## config.mk

```make
export PLATFORM = sky130hd
export DESIGN_NAME = uart_to_sram_dma_channel
export DESIGN_NICKNAME = d
export VERILOG_FILES = /design/src/rtl/udma_pkg.sv /design/src/rtl/udma_engine.sv /design/src/rtl/uart_to_sram_dma_channel.sv
export SDC_FILE = /design/constraint.sdc
export NUM_CORES = 1
export LEC_CHECK = 0
export ABC_AREA = 1
export BUFFER_PORTS_ARGS = -buffer_cell sky130_fd_sc_hd__clkbuf_2
export CELL_PAD_IN_SITES_DETAIL_PLACEMENT = 1
export CELL_PAD_IN_SITES_GLOBAL_PLACEMENT = 2
export CORE_MARGIN = 2
export CORE_UTILIZATION = 35
export CTS_CLUSTER_SIZE = 20
export DETAILED_ROUTE_END_ITERATION = 8
export PLACE_DENSITY = 0.91
export SLEW_MARGIN = 20
export SYNTH_ARGS = -nofsm -noshare
export SYNTH_HDL_FRONTEND = slang
export SYNTH_HIERARCHICAL = 1
export SYNTH_SLANG_ARGS = --single-unit
```

## constraint.sdc

```tcl
create_clock -name clock -period 9.98 [get_ports clock]
set_clock_uncertainty 0.1 [all_clocks]
set_input_delay 0.998 -clock clock [delete_from_list [all_inputs] [get_ports clock]]
set_output_delay 0.998 -clock clock [all_outputs]
set_load 0.02 [all_outputs]
```

## src/rtl/udma_pkg.sv

```systemverilog
// Shared constants, codes and item types of the UART to SRAM DMA channel.
// Used by the engine, the top level and the port checker.
`default_nettype none

package udma_pkg;

   localparam int unsigned WORD_W       = 32;
   localparam int unsigned STATUS_W     = 2;
   localparam int unsigned CMD_W        = 2;
   localparam int unsigned REG_INDEX_W  = 3;
   localparam int unsigned SRAM_WORDS_W = 31;
   localparam int unsigned CSR_INDEX_W  = 1;
   localparam int unsigned CSR_DATA_W   = 31;
   localparam int unsigned SEGMENT_W    = 2;
   localparam int unsigned SEG_SHIFT    = 30;

   // Stream widths: fields packed from bit 0 up, padded to whole bytes
   localparam int unsigned REQ_TDATA_W = 72;
   localparam int unsigned REQ_TUSER_W = CMD_W;
   localparam int unsigned RSP_TDATA_W = 104;

   // Item kinds
   localparam logic [CMD_W-1:0] CMD_READ  = 2'd0;
   localparam logic [CMD_W-1:0] CMD_WRITE = 2'd1;
   localparam logic [CMD_W-1:0] CMD_TICK  = 2'd2;

   // Bus register indexes
   localparam logic [REG_INDEX_W-1:0] REG_ACTIVE = 3'd0;
   localparam logic [REG_INDEX_W-1:0] REG_SOURCE = 3'd1;
   localparam logic [REG_INDEX_W-1:0] REG_DEST   = 3'd2;
   localparam logic [REG_INDEX_W-1:0] REG_COUNT  = 3'd3;
   localparam logic [REG_INDEX_W-1:0] REG_STATUS = 3'd4;

   // Status codes
   localparam logic [STATUS_W-1:0] ST_IDLE     = 2'd0;
   localparam logic [STATUS_W-1:0] ST_BUSY     = 2'd1;
   localparam logic [STATUS_W-1:0] ST_COMPLETE = 2'd2;
   localparam logic [STATUS_W-1:0] ST_ERROR    = 2'd3;

   // Configuration register indexes and reset values
   localparam logic [CSR_INDEX_W-1:0]  CSR_ACTIVE_AT_RESET     = 1'd0;
   localparam logic [CSR_INDEX_W-1:0]  CSR_SRAM_WORDS          = 1'd1;
   localparam logic                    ACTIVE_AT_RESET_DEFAULT = 1'b0;
   localparam logic [SRAM_WORDS_W-1:0] SRAM_WORDS_DEFAULT      = 31'd65536;

   // Address map segments
   localparam logic [SEGMENT_W-1:0] UART_SEGMENT = 2'd1;
   localparam logic [SEGMENT_W-1:0] SRAM_SEGMENT = 2'd2;
   localparam logic [WORD_W-1:0]    UART_RX_ADDR = {UART_SEGMENT, 30'd1};

   typedef struct packed {
      logic [CMD_W-1:0]       cmd;
      logic [REG_INDEX_W-1:0] reg_index;
      logic [WORD_W-1:0]      write_value;
      logic                   uart_word_valid;
      logic [WORD_W-1:0]      uart_word;
   } req_item_type;

   typedef struct packed {
      logic [WORD_W-1:0]   read_data;
      logic                store_valid;
      logic [WORD_W-1:0]   store_address;
      logic [WORD_W-1:0]   store_data;
      logic                irq_pending;
      logic [STATUS_W-1:0] status_now;
   } rsp_item_type;

endpackage

`default_nettype wire

```

## src/rtl/udma_engine.sv

```systemverilog
// DMA channel register file and per-item step logic.
// Depends on udma_pkg for codes and item types.
`default_nettype none

module udma_engine (
   input  wire logic                                 clock,
   input  wire logic                                 reset,
   input  wire logic                                 item_fire,
   input  wire udma_pkg::req_item_type               item,
   input  wire logic                                 active_reset_value,
   input  wire logic [udma_pkg::SRAM_WORDS_W-1:0]    sram_words,
   output udma_pkg::rsp_item_type                    result
);

   logic                              active_ff, active_in;
   logic [udma_pkg::WORD_W-1:0]       source_ff, source_in;
   logic [udma_pkg::WORD_W-1:0]       dest_ff, dest_in;
   logic [udma_pkg::WORD_W-1:0]       total_ff, total_in;
   logic [udma_pkg::WORD_W-1:0]       done_ff, done_in;
   logic [udma_pkg::STATUS_W-1:0]     status_ff, status_in;
   logic                              irq_ff, irq_in;

   logic [udma_pkg::SRAM_WORDS_W-1:0] dest_index;
   logic [udma_pkg::SRAM_WORDS_W-1:0] room;
   logic                              config_ok;
   logic [udma_pkg::WORD_W-1:0]       done_inc;
   logic                              write_allowed;

   // Start check: source is the UART port, destination segment is at or above the SRAM segment and fits
   assign dest_index = dest_ff[udma_pkg::SRAM_WORDS_W-1:0];
   assign room       = sram_words - dest_index;
   assign config_ok  = (source_ff == udma_pkg::UART_RX_ADDR)
                     && (dest_ff[udma_pkg::WORD_W-1 -: udma_pkg::SEGMENT_W]
                         >= udma_pkg::SRAM_SEGMENT)
                     && (dest_index <= sram_words)
                     && (total_ff <= {1'b0, room});

   assign done_inc      = done_ff + 32'd1;
   assign write_allowed = active_ff
                        && !(status_ff == udma_pkg::ST_BUSY
                             && item.reg_index != udma_pkg::REG_STATUS);

   always_comb begin
      active_in = active_ff;
      source_in = source_ff;
      dest_in   = dest_ff;
      total_in  = total_ff;
      done_in   = done_ff;
      status_in = status_ff;
      irq_in    = irq_ff;

      result = '0;

      case (item.cmd)
         udma_pkg::CMD_READ: begin
            if (item.reg_index == udma_pkg::REG_ACTIVE) begin
               result.read_data = {31'd0, active_ff};
            end else if (active_ff) begin
               case (item.reg_index)
                  udma_pkg::REG_SOURCE: result.read_data = source_ff;
                  udma_pkg::REG_DEST:   result.read_data = dest_ff;
                  udma_pkg::REG_COUNT:  result.read_data = total_ff;
                  udma_pkg::REG_STATUS: result.read_data = {30'd0, status_ff};
                  default:              result.read_data = '0;
               endcase
            end
         end
         udma_pkg::CMD_WRITE: begin
            if (item.reg_index == udma_pkg::REG_ACTIVE) begin
               active_in = (item.write_value != '0);
               if (item.write_value == '0) begin
                  status_in = udma_pkg::ST_IDLE;
                  irq_in    = 1'b0;
               end
            end else if (write_allowed) begin
               case (item.reg_index)
                  udma_pkg::REG_SOURCE: source_in = item.write_value;
                  udma_pkg::REG_DEST:   dest_in   = item.write_value;
                  udma_pkg::REG_COUNT:  total_in  = item.write_value;
                  udma_pkg::REG_STATUS: begin
                     if (item.write_value == {30'd0, udma_pkg::ST_BUSY}) begin
                        // Restart: clear progress, then check and launch
                        done_in = '0;
                        irq_in  = 1'b0;
                        if (!config_ok) begin
                           status_in = udma_pkg::ST_ERROR;
                           irq_in    = 1'b1;
                        end else if (total_ff == '0) begin
                           status_in = udma_pkg::ST_COMPLETE;
                           irq_in    = 1'b1;
                        end else begin
                           status_in = udma_pkg::ST_BUSY;
                        end
                     end else if (item.write_value == {30'd0, udma_pkg::ST_IDLE}) begin
                        status_in = udma_pkg::ST_IDLE;
                        irq_in    = 1'b0;
                     end
                  end
                  default: ;
               endcase
            end
         end
         udma_pkg::CMD_TICK: begin
            if (status_ff == udma_pkg::ST_BUSY) begin
               if (!item.uart_word_valid) begin
                  status_in = udma_pkg::ST_ERROR;
                  irq_in    = 1'b1;
               end else begin
                  result.store_valid   = 1'b1;
                  result.store_address = dest_ff + done_ff;
                  result.store_data    = item.uart_word;
                  done_in              = done_inc;
                  if (done_inc == total_ff) begin
                     status_in = udma_pkg::ST_COMPLETE;
                     irq_in    = 1'b1;
                  end
               end
            end
         end
         default: ;
      endcase

      result.irq_pending = irq_in;
      result.status_now  = status_in;
   end

   always_ff @(posedge clock) begin
      if (reset) begin
         active_ff <= active_reset_value;
         source_ff <= '0;
         dest_ff   <= '0;
         total_ff  <= '0;
         done_ff   <= '0;
         status_ff <= udma_pkg::ST_IDLE;
         irq_ff    <= 1'b0;
      end else if (item_fire) begin
         active_ff <= active_in;
         source_ff <= source_in;
         dest_ff   <= dest_in;
         total_ff  <= total_in;
         done_ff   <= done_in;
         status_ff <= status_in;
         irq_ff    <= irq_in;
      end
   end

endmodule

`default_nettype wire

```

## src/rtl/uart_to_sram_dma_channel.sv

```systemverilog
// Top level of the UART to SRAM DMA channel: stream ports, input and result
// registers, configuration registers. Depends on udma_pkg and udma_engine.
//
//   channel   direction  ports               moves
//   req       in         req_t*              one bus read, bus write or tick per item
//   rsp       out        rsp_t*              one result per item
//   csr       in         csr_wen/index/wdata configuration write, no wait
//
// One item per cycle sustained while rsp is not stalled; an item passes from req through
// the input register and the engine step into the result register, then onto rsp.
// The engine register file updates as the item leaves the input register.
// A stalled rsp holds the result; req keeps accepting while the input register
// can drain in the same cycle.
// Reset is synchronous; both registers empty and the engine state clears.
// req_tready stays low while reset is high.
`default_nettype none

module uart_to_sram_dma_channel (
   input  wire logic                                clock,
   input  wire logic                                reset,
   input  wire logic                                req_tvalid,
   output      logic                                req_tready,
   // reg_index[2:0], write_value[34:3], uart_word_valid[35], uart_word[67:36]
   input  wire logic [udma_pkg::REQ_TDATA_W-1:0]    req_tdata,
   // cmd[1:0]
   input  wire logic [udma_pkg::REQ_TUSER_W-1:0]    req_tuser,
   output      logic                                rsp_tvalid,
   input  wire logic                                rsp_tready,
   // read_data[31:0], store_valid[32], store_address[64:33], store_data[96:65],
   // irq_pending[97], status_now[99:98]
   output      logic [udma_pkg::RSP_TDATA_W-1:0]    rsp_tdata,
   input  wire logic                                csr_wen,
   input  wire logic [udma_pkg::CSR_INDEX_W-1:0]    csr_index,
   input  wire logic [udma_pkg::CSR_DATA_W-1:0]     csr_wdata
);

   logic                                active_at_reset_ff, active_at_reset_in;
   logic [udma_pkg::SRAM_WORDS_W-1:0]   sram_words_ff, sram_words_in;

   logic                                in_valid_ff, in_valid_in;
   udma_pkg::req_item_type              in_item_ff, in_item_in;
   logic                                rsp_valid_ff, rsp_valid_in;
   udma_pkg::rsp_item_type              rsp_item_ff, rsp_item_in;

   udma_pkg::req_item_type              req_item;
   udma_pkg::rsp_item_type              step_result;
   logic                                advance;
   logic                                req_fire;

   // Configuration; the active reset value is the one this register takes under reset
   always_comb begin
      active_at_reset_in = active_at_reset_ff;
      sram_words_in      = sram_words_ff;
      if (reset) begin
         active_at_reset_in = udma_pkg::ACTIVE_AT_RESET_DEFAULT;
         sram_words_in      = udma_pkg::SRAM_WORDS_DEFAULT;
      end else if (csr_wen) begin
         case (csr_index)
            udma_pkg::CSR_ACTIVE_AT_RESET: active_at_reset_in = csr_wdata[0];
            udma_pkg::CSR_SRAM_WORDS:      sram_words_in      = csr_wdata;
            default: ;
         endcase
      end
   end

   always_ff @(posedge clock) begin
      active_at_reset_ff <= active_at_reset_in;
      sram_words_ff      <= sram_words_in;
   end

   assign req_item.cmd             = req_tuser[udma_pkg::CMD_W-1:0];
   assign req_item.reg_index       = req_tdata[2:0];
   assign req_item.write_value     = req_tdata[34:3];
   assign req_item.uart_word_valid = req_tdata[35];
   assign req_item.uart_word       = req_tdata[67:36];

   // Input register drains into the result register when that one is free or taken
   assign advance    = in_valid_ff && (!rsp_valid_ff || rsp_tready);
   assign req_tready = !reset && (!in_valid_ff || advance);
   assign req_fire   = req_tvalid && req_tready;

   always_comb begin
      in_valid_in = in_valid_ff;
      in_item_in  = in_item_ff;
      if (req_fire) begin
         in_valid_in = 1'b1;
         in_item_in  = req_item;
      end else if (advance) begin
         in_valid_in = 1'b0;
      end

      rsp_valid_in = rsp_valid_ff;
      rsp_item_in  = rsp_item_ff;
      if (advance) begin
         rsp_valid_in = 1'b1;
         rsp_item_in  = step_result;
      end else if (rsp_tready) begin
         rsp_valid_in = 1'b0;
      end
   end

   always_ff @(posedge clock) begin
      if (reset) begin
         in_valid_ff  <= 1'b0;
         rsp_valid_ff <= 1'b0;
      end else begin
         in_valid_ff  <= in_valid_in;
         rsp_valid_ff <= rsp_valid_in;
      end
      in_item_ff  <= in_item_in;
      rsp_item_ff <= rsp_item_in;
   end

   udma_engine u_engine (
      .clock              (clock),
      .reset              (reset),
      .item_fire          (advance),
      .item               (in_item_ff),
      .active_reset_value (active_at_reset_in),
      .sram_words         (sram_words_ff),
      .result             (step_result)
   );

   assign rsp_tvalid = rsp_valid_ff;
   assign rsp_tdata  = {4'd0,
                        rsp_item_ff.status_now,
                        rsp_item_ff.irq_pending,
                        rsp_item_ff.store_data,
                        rsp_item_ff.store_address,
                        rsp_item_ff.store_valid,
                        rsp_item_ff.read_data};

endmodule

`default_nettype wire

```

-- Word-level counts from Yosys, hierarchy flattened
Index checks and enable logic that the tools add are counted.
- add/subtract/negate cells: 3
- multiply operators: 0
- div/mod/pow operators: 0
- magnitude comparators: 3
- equality and inequality tests: 17
- shift-type cells: 0
- muxes and demuxes: 44
- bitwise gates (word level): 3
- reduce and logical (&&, ||, !) cells: 34
- operators with widths (operator ; number):
    two-way mux 32 bit ; 6
    case mux 32 bit (4 select lines) ; 1
    two-way mux 65 bit ; 1
    zero test 32 bit ; 2
    case mux 32 bit (2 select lines) ; 1
    adder 32 x 1 -> 32 bit, second input constant ; 1
    adder 32 bit ; 1
    == test 32 x 1 -> 1 bit, second input constant ; 1
    == test 32 x 31 -> 1 bit, second input constant ; 1
    == test 32 bit ; 1
    <= comparator 32 x 31 -> 1 bit ; 1
    nonzero test 32 bit ; 1
    <= comparator 31 bit ; 1
    subtractor 31 bit ; 1
    two-way mux 1 bit ; 23
    two-way mux 2 bit ; 10
    AND reduction 5 bit ; 3
    nonzero test 2 bit ; 6
    logical AND 1 bit ; 8
    != test 2 x 1 -> 1 bit, second input constant ; 4
    AND reduction 8 bit ; 1
    == test 3 x 2 -> 1 bit, second input constant ; 2
    AND reduction 3 bit ; 2
    == test 2 x 1 -> 1 bit, second input constant ; 2
    15 further kinds ; 23
- register bits: 336
- bits in latches: 0
- RAM bits: 0
- memory bits (read-only): 0
- bits of input ports: 111
- output and inout bits: 106
- word-level logic and storage cells: 127
- memories: 0

-- Logic depth before layout (Yosys ltp)
Gate-level depths: netlist of run 1.
- depth after elaboration: 10
- depth in mapped cells: 34
- gate-level depth less buffers: 34

-- Cells and area by module
Netlist of run 1, hierarchy kept.
- modules (own cells, without submodules) (module ; times used ; cells an instance ; area each (sq um)):
    udma_engine ; 1 ; 1889 ; 11685.0
    uart_to_sram_dma_channel ; 1 ; 331 ; 6356.1

-- Least setup slack after synthesis of run 1
OpenSTA, ideal clock, no wires.
- path kind: input to register
- from: input rsp_tready
- to: register u_engine/source_ff[1] (netlist name)
- data arrival time: 7.482 ns
- path slack: 2.270 ns
- cell stages on the path: 8
- cells stage by stage: inv_1 > a21oi_1 > clkbuf_1 > nand2_1 > nor4_1 > clkbuf_1 > clkbuf_1 > a21oi_1
- cells in the longest elaborated chain, start to end: 3
- ends and longest elaborated chain (item ; line ; RTL):
    start: declaration ; uart_to_sram_dma_channel.sv:28 ; input wire logic rsp_tready,
    logical OR 1 bit ; uart_to_sram_dma_channel.sv:78 ; assign advance = in_valid_ff && (!rsp_valid_ff || rsp_tready);
    logical AND 1 bit ; uart_to_sram_dma_channel.sv:78 ;
    via advance ; uart_to_sram_dma_channel.sv:47 ; logic advance;
    AND reduction 5 bit (no line) ; n/a ;
    end signal: assignment ; udma_engine.sv:138 ; source_ff <= source_in;
    end: declaration ; udma_engine.sv:16 ; logic [udma_pkg::WORD_W-1:0] source_ff, source_in;
The timed path passes the listed nets, and every way through them passes these cells.
A chain may end at the register's enable or synchronous reset.

==> summary.txt, run 1 <==
Pwr
  • Clk pwr share: a little over two fifths
  • Comb pwr share: 10.5%
  • Sw Share: between 20% and 30%
  • VDD IR max: 0.1035 mV
  • Switching power: between 800 and 900 uW
  • P per Cell Area: 158.1 nW/um2
  • Pleak: 0.009007 uW
  • Pwr Total: 3323 uW
  • Sequential power share: around 46%
  • Cell Int Power: ~2400 uW

Yosys
  • Synthesized flop and latch total: around 340
  • Post-synth cell types: 55
  • Yosys warnings: 6
  • Ys flop type: edfxtp_1
  • Fraction of registers with async set/reset: 0%
  • Post-synth EDFFs: ~170
  • Mapped Area: between 15,000 and 20,000 um2
  • Syn Area/Cell: a little over 8 um2
  • Post-Syn Instances: 2,220
  • Register area share after synthesis: between 40% and 50%

Floorplanning
  • # rows: 83
  • Core box area: 51,090 um2
  • Die Footprint: 53,380 um2
  • # IOs: ~220
  • Initial Utilization: roughly a third
  • Die Span X: approximately 230 um
  • Die Ht: roughly 230 um

Final layout
  • Post-route cell area: roughly 21,000 um2
  • # diodes: 0
  • Final nets: roughly 2,600
  • Fraction of layout cells with a size suffix above 1: about an eighth
  • Commonest non-fill, non-tap cell in the layout: nand2_1
  • Commonest cells after routing, fill and taps aside: nand2_1, nor2_1, inv_1
  • Area grow syn2layout: 16.51%

Timing
  • Slew Viols, Final: 0
  • Worst-Margin Slew: ~1100 ps
  • Normalized max-slew margin: between 20 and 30%
  • Hold Violations, Final: 0
  • Final TNS setup: 0 ps
  • Tcrit/Tclk final: ~55%
  • Achievable clock frequency: 182.9 MHz
  • Final setup margin: about 4500 ps
  • Final Setup Violations: 0
  • RSZ-0062 raised after global routing: no
  • WHS: between 300 and 400 ps
  • Minimum clock period: about 5500 ps

Routing
  • DRT Wirelength: roughly 61 mm
  • Vias after detailed routing: roughly 16,000
  • DRT iter0 DRCs: 1,057
  • TritonRoute pass-1 iters: 5
  • Remaining DRCs: 0
  • Routed Antenna Nets: 0
  • Drt via density: ~5.2
  • Routed len/inst: just under 20 um

Clock network
  • CTS Hold Bufs: 0
  • Clock buffer depth: 3
  • Worst skew pair latency: between 500 and 600 ps
  • CTS buffer count: 39
  • CTS tree: yes
  • Clk slew on worst S/H paths: 60 ps
  • # resized after CTS: 0
  • Clock root buffer: clkbuf_16
  • H-tree depth: 2
  • Setup bufs post-CTS: 0
  • CTS sink cnt: 336

Placement
  • PortBufs: approximately 210
  • Placed instance area: about 20,000 um2
  • DP HPWL: 46.83 mm
  • Place WS: approximately 4500 ps
  • Gpl congestion: 0.8780

GRT
  • Vias in the first global route: approximately 17,000
  • Antenna violations before repair: 0
  • Gr ovfl total: 0
  • First-pass GRT wire length: 94.01 mm
  • Largest net degree at the start of global routing: 110
  • GRT Overall Usage: 22.63%

Critical path
  • CP required: approximately 10,000 ps
  • Crit-path slowest cell: nor4_1
  • Crit-path max FO: 5
  • Critical Path End Type: flip-flop
  • Critical path class: flip-flop to flip-flop
  • Largest stage delay, worst path: 480 ps
  • Startpoint Class: flip-flop
  • Crit path top cell by count: nand2_1
  • Arrival time at the worst endpoint: 5690 ps

Run
  • Max Cap Violations: 0

Status
  • Run status: finished clean

Hold path
  • Worst Hold Class: flip-flop to flip-flop
[stage by stage]
| step | utilization (%) | cells |
|---|---|---|
| floorplan | - | 2223 |
| global placement | 38.64 | 3050 |
| detailed placement | 38.64 | 3050 |
| CTS | 41.14 | 3122 |
| global route | 41.14 | 3122 |
| finish | 41.14 | 3122 |
[cell usage after synthesis (6+ instances only)]
| cell type | count | area [um2] |
|---|---|---|
| xnor2_1 | 16 | 140.1 |
| nor3_1 | 15 | 75.07 |
| dfxtp_1 | 165 | 3303 |
| xor2_1 | 17 | 148.9 |
| nand3b_1 | 7 | 52.55 |
| ha_1 | 97 | 1214 |
| a211oi_1 | 20 | 150.1 |
| a21oi_1 | 226 | 1131 |
| nand2_1 | 362 | 1359 |
| a21boi_0 | 8 | 60.06 |
| a221oi_1 | 17 | 148.9 |
| inv_1 | 252 | 945.9 |
| clkbuf_1 | 55 | 206.5 |
| buf_4 | 6 | 45.04 |
| nand3_1 | 83 | 415.4 |
| o21ai_0 | 188 | 940.9 |
| nor4_1 | 22 | 137.6 |
| o22ai_1 | 20 | 125.1 |
| a21o_1 | 6 | 45.04 |
| nor2_1 | 327 | 1227 |
| edfxtp_1 | 171 | 5135 |
| a31oi_1 | 30 | 187.7 |
| nand4_1 | 18 | 112.6 |
| inv_2 | 9 | 33.78 |
| o21bai_1 | 7 | 52.55 |
| o21ai_1 | 11 | 55.05 |
[cell families (layout without fill, tap and decap cells)]
family / count (synthesis) / in the layout / share of synthesized area [%]
adder cells (fa/ha/maj): 99 / 99 / 6.949
AO/OA/AOI/OAI: 559 / 559 / 17.23
buffers and inverters: 335 / 554 / 7.268
AND/OR/NAND/NOR: 855 / 855 / 19.89
other: 1 / 4 / 0.02079
flip-flops: 336 / 336 / 46.77
XOR/XNOR: 35 / 35 / 1.866
[worst paths after layout]
kind	startpoint	endpoint	slack [ps]	depth (start not counted)
setup reg to reg	u_engine/dest_ff[3]	rsp_tdata[97]	4510	29
hold reg to reg	u_engine/source_ff[13]	u_engine/source_ff[13]	390	2
hold / removal	u_engine/source_ff[13]	u_engine/source_ff[13]	390	2
setup / recovery	u_engine/dest_ff[3]	rsp_tdata[97]	4510	29
[power groups by stage]
stage	logic [uW]	clock network (uW)	registers (uW)
2_1_floorplan	224	0	1560
3_3_place_gp	333	0	1550
3_5_place_dp	348	0	1550
4_1_cts	351	1480	1520
5_1_grt	393	1530	1530
6_report	350	1450	1520
[registers in the layout, summed over array words and instances (netlist names)]
register            flops
u_engine/source_ff     32
in_item_ff             70
sram_words_ff          31
u_engine/status_ff      2
rsp_tvalid              1
rsp_tdata             100
in_valid_ff             1
u_engine/dest_ff       32
u_engine/irq_ff         1
u_engine/active_ff      1
active_at_reset_ff      1
u_engine/done_ff       32
u_engine/total_ff      32
[cell type report]
class                      instances  area [um2]
clock buffer                      49        1055
clock inverter                    23       220.2
fill                            6196       30070
inverter                         263       987.2
multi-input combinational       1552        8333
sequential                       336        8438
tap                              680       850.8
timing repair buffer             219        1136
[critical path: cells and delay by family (launching register included)]
kind,cells,cell delay (ps)
simple gates,16,2240
flops,1,380
fa+ha+maj,2,670
buf+inv,3,240
compound gates,7,1440
xor+xnor,1,150
[layer usage]
layer	global-route usage (%)	routed length (um)	up-vias
met5	0	0	-
met4	5.887	1355	0
met3	3.014	2613	79
met2	37.89	29060	340
met1	30.78	28370	7972
li1	-	-	7964
(Power assumes the default switching activity.)
==> run 2, diff against run 1 <==
--- a/config.mk
+++ b/config.mk
@@ -5,15 +5,15 @@
 export SDC_FILE = /design/constraint.sdc
 export NUM_CORES = 1
 export LEC_CHECK = 0
-export ABC_AREA = 1
+export ABC_AREA = 0
 export BUFFER_PORTS_ARGS = -buffer_cell sky130_fd_sc_hd__clkbuf_2
 export CELL_PAD_IN_SITES_DETAIL_PLACEMENT = 1
 export CELL_PAD_IN_SITES_GLOBAL_PLACEMENT = 2
 export CORE_MARGIN = 2
-export CORE_UTILIZATION = 35
+export CORE_UTILIZATION = 33
 export CTS_CLUSTER_SIZE = 20
 export DETAILED_ROUTE_END_ITERATION = 8
-export PLACE_DENSITY = 0.91
+export PLACE_DENSITY = 0.87
 export SLEW_MARGIN = 20
 export SYNTH_ARGS = -nofsm -noshare
 export SYNTH_HDL_FRONTEND = slang
==> constraint.sdc (replaced) <==
create_clock -name clock -period 4.7 [get_ports clock]
set_clock_uncertainty 0.1 [all_clocks]
set_input_delay 0.47 -clock clock [delete_from_list [all_inputs] [get_ports clock]]
set_output_delay 0.47 -clock clock [all_outputs]
set_load 0.02 [all_outputs]
==> run 2 against run 1 <==
Effect of this change: the flow now finishes with violations (setup timing); die area is 10% higher; cell count is 1.9% higher; register-to-register slack worse by 4800 ps; clock power is 120% higher; first-iteration DRC count is 30% higher; sequential power rose by 110%; cell area rose by 14%; utilization is 1.5 points higher; combinational power increased to 2.6 times the previous value; critical endpoint is now u_engine/status_ff[1]; largest cell class is now multi-input gates; largest power group unchanged.
==> summary.txt, run 2 <==
Pwr
  • P per Cell Area: roughly 300 nW/um2
  • VDD IR max: 0.2721 mV
  • Clk pwr share: a little over two fifths
  • Sequential power share: around 44%
  • Pleak: roughly 0.0094 uW
  • Sw Share: about a quarter
  • Pwr Total: 7308 uW
  • Comb pwr share: 12.2%
  • Switching power: approximately 1900 uW
  • Cell Int Power: ~5400 uW

Routing
  • Uppermost routed layer: met5
  • Routed Antenna Nets: 0
  • DR WL met2: about 35 mm
  • Post-Route M1 WL: approximately 32 mm
  • DRT Wirelength: 74.48 mm
  • Drt via density: 5.526
  • Remaining DRCs: 0
  • DR WL met3: roughly 4.4 mm
  • TritonRoute pass-1 iters: 5
  • DRT iter0 DRCs: 1,378
  • Vias after detailed routing: 17,579
  • Routed len/inst: between 20 and 25 um

Timing
  • Tcrit/Tclk final: 105.3%
  • Slew Viols, Final: 0
  • Final Setup Violations: 6
  • Worst-Margin Slew: between 1000 and 1500 ps
  • Minimum clock period: between 4000 and 5000 ps
  • Final setup margin: -250.6 ps
  • Final TNS setup: -1091 ps
  • RSZ-0062 raised after global routing: yes
  • Achievable clock frequency: just over 200 MHz
  • Hold Violations, Final: 0
  • Normalized max-slew margin: 31.61%

GRT
  • Largest net degree at the start of global routing: 86
  • Antenna violations before repair: 5
  • GRT Overall Usage: between 20 and 25%
  • Gr ovfl total: 0
  • Vias in the first global route: 18,406
  • First-pass GRT wire length: 113.1 mm

Final layout
  • Fraction of layout cells with a size suffix above 1: approximately 25%
  • Register area: approximately 8400 um2
  • Finished Core Util: between 40% and 50%
  • Commonest non-fill, non-tap cell in the layout: nand2_1
  • Max reg flops: 100
  • Area grow syn2layout: 27.72%
  • Fill cells: roughly 6,600
  • Post-route cell area: about 24,000 um2
  • Final nets: approximately 2,600
  • Multi-input logic area: ~10000 um2
  • Commonest cells after routing, fill and taps aside: nand2_1, clkbuf_2, a21oi_1

Clock network
  • Clk slew on worst S/H paths: approximately 60 ps
  • CTS sink cnt: 336
  • CTS tree: yes
  • H-tree depth: 2
  • Worst skew pair latency: a little under 600 ps
  • Clock buffer depth: 3
  • Clock root buffer: clkbuf_16
  • CTS buffer count: 39

Status
  • Failing checks: setup timing
  • Run status: complete, but fails checks

Floorplanning
  • Die Span X: 242.8 um
  • # rows: 87
  • Initial Utilization: 33.36%
  • Core box area: roughly 56,000 um2
  • Die Ht: around 240 um
  • # IOs: between 200 and 250
  • Die Footprint: between 50,000 and 60,000 um2

Run
  • Max Cap Violations: 0

Yosys
  • Largest family of logic cells by synthesized area: simple AND/OR/NAND/NOR gates
  • Adder-cell share of the synthesized area: under 10%
  • Top cells by instance count after synthesis: nand2_1, a21oi_1, edfxtp_1, dfxtp_1, nor2_1
  • Fraction of registers with async set/reset: 0%
  • Post-synth cell types: 84
  • Most frequent cell after synthesis: nand2_1
  • Top-area cell type share of the netlist area: between 20% and 30%
  • Xor/xnor share of the synthesized area: between 3 and 4%
  • Syn Area/Cell: slightly above 9 um2
  • Ys flop type: edfxtp_1
  • Post-Syn Instances: about 2,000
  • Top area cells in the synthesized netlist: edfxtp_1, dfxtp_1, ha_1
  • Synthesized flop and latch total: between 300 and 400
  • Synth Area in Compound Gates: 17.33%
  • Yosys warnings: 6
  • Synth Area in Simple Gates: about a fifth
  • Mapped Area: between 15,000 and 20,000 um2
  • Mux share of post-synthesis cell area: between 2 and 2.5%
  • Register area share after synthesis: 44.86%
  • Post-synth EDFFs: between 150 and 200
  • Largest area contributor in the synthesized netlist: edfxtp_1

Critical path
  • Top delay family on crit path: compound AO/OA/AOI/OAI gates
  • Cell chain of the critical path: inv_1 > ha_1 > nand4_1 > a21oi_2 > o41ai_4 > o21bai_4 > a21oi_2 > a211o_1 > o221ai_2 > o41ai_1 > xor2_1 > ha_1 > a21o_1 > a211oi_4 > o2111ai_4 > a2111oi_4 > o21ai_2 > a21boi_2 > buf_4 > a2111oi_2
  • Buffers and inverters on the worst path: 2
  • R2R Setup Slk: -250 ps
  • Reg2Reg Depth: 20
  • Startpoint Class: flip-flop
  • Critical path class: flip-flop to flip-flop
  • Largest stage delay, worst path: about 480 ps
  • Crit-path max FO: 3
  • Crit-path slowest cell: o41ai_4
  • Arrival time at the worst endpoint: about 5300 ps
  • Critical R2R Launch: u_engine/dest_ff[3]
  • Critical Path End Type: flip-flop
  • R2r endpoint: u_engine/status_ff[1]
  • CP required: between 5000 and 6000 ps

Hold path
  • Worst Hold Class: input port to flip-flop
  • WHS Endpoint: sram_words_ff[8]
  • Hold depth: 3
  • HP Start: csr_wdata[8]

Placement
  • DP HPWL: ~55 mm
  • Placed instance area: approximately 21,000 um2
  • Gpl congestion: ~0.94
  • PortBufs: about 210
==> run 2: cell count changes after synthesis, sizes merged, moves of 29 or more <==
cell / previous run / this run
buf: 14 / 44
a21bo: 0 / 29
inv: 261 / 64
nor2: 334 / 133
a21o: 6 / 46
nand2: 368 / 300
mux2: 0 / 33
nor4: 23 / 54
and2: 1 / 45
o21ai: 199 / 52
nor3: 16 / 51
==> run 2: worst register-to-register path, delay by kind of cell, from the launching register on <==
kind | cells | cell delay (ps)
buffers and inverters | 2 | 220
DFF | 1 | 360
xor gates and xnor gates | 1 | 230
and+or+nand+nor | 1 | 180
AOI/OAI and AO/OA | 14 | 3110
adders and majority gates | 2 | 590
==> run 2: repair_timing <==
item                                    CTS  global route
endpoints found under the hold margin    71             0
endpoints found under the setup margin    6             6
pin swaps                                41            34
hold buffers                             71             0
setup buffers                             9             2
resized for setup                        58            32
==> run 2: how the worst max path moves through the flow <==
| stage | start | endpoint | slack, ps | cells past startpoint |
|---|---|---|---|---|
| final | u_engine/dest_ff[3] | u_engine/status_ff[1] | -250 | 20 |
| after detailed placement | sram_words_ff[0] | u_engine/status_ff[1] | -760 | 25 |
| after CTS | sram_words_ff[0] | u_engine/status_ff[1] | -230 | 23 |
| after floorplan | u_engine/dest_ff[2] | rsp_tdata[97] | 10 | 22 |
| after global placement | u_engine/dest_ff[2] | u_engine/status_ff[1] | -600 | 26 |
| after global routing | u_engine/dest_ff[8] | u_engine/status_ff[1] | -460 | 24 |
==> run 2: cell families after synthesis <==
logic type | count (synthesis)
other | 1
muxes | 39
adders and majority gates | 99
DFF | 336
xor gates and xnor gates | 80
buffers and inverters | 181
AOI/OAI and AO/OA | 500
and+or+nand+nor | 782
==> run 2: cell type report <==
type                    instances  area share [%]
multi-input cells            1504           41.59
flip-flops and latches        336           35.16
repair buffers                448           12.70
clock buffers                  50           4.406
well taps                     756           3.937
clock inverters                22           1.203
inverters                      64          0.9999
diodes                          1         0.01042
==> run 2: routing by layer <==
| metal | track usage [%] | vias to the layer above |
|---|---|---|
| met3 | 4.368 | 167 |
| met4 | 10.52 | 8 |
| li1 | - | 8083 |
| met5 | 0 | - |
| met2 | 40.87 | 570 |
| met1 | 32.37 | 8751 |
==> run 2: power by group through the flow <==
stage	clock network, uW	registers, uW	logic (uW)
global route	3380	3220	970
CTS	3260	3210	870
detailed placement	0	3280	777
global placement	0	3270	755
floorplan	0	3300	415
finish	3200	3210	895
==> run 2: metrics by stage <==
| stage | cells | hold WS [ps] | worst slack [ps] |
|---|---|---|---|
| floorplan | 2021 | 342.3 | 9.780 |
| global placement | 3031 | 362.9 | -599.9 |
| detailed placement | 3031 | 371.5 | -755.5 |
| CTS | 3179 | 2.444 | -232.3 |
| global route | 3180 | 18.30 | -459.4 |
| finish | 3181 | 23.53 | -250.6 |
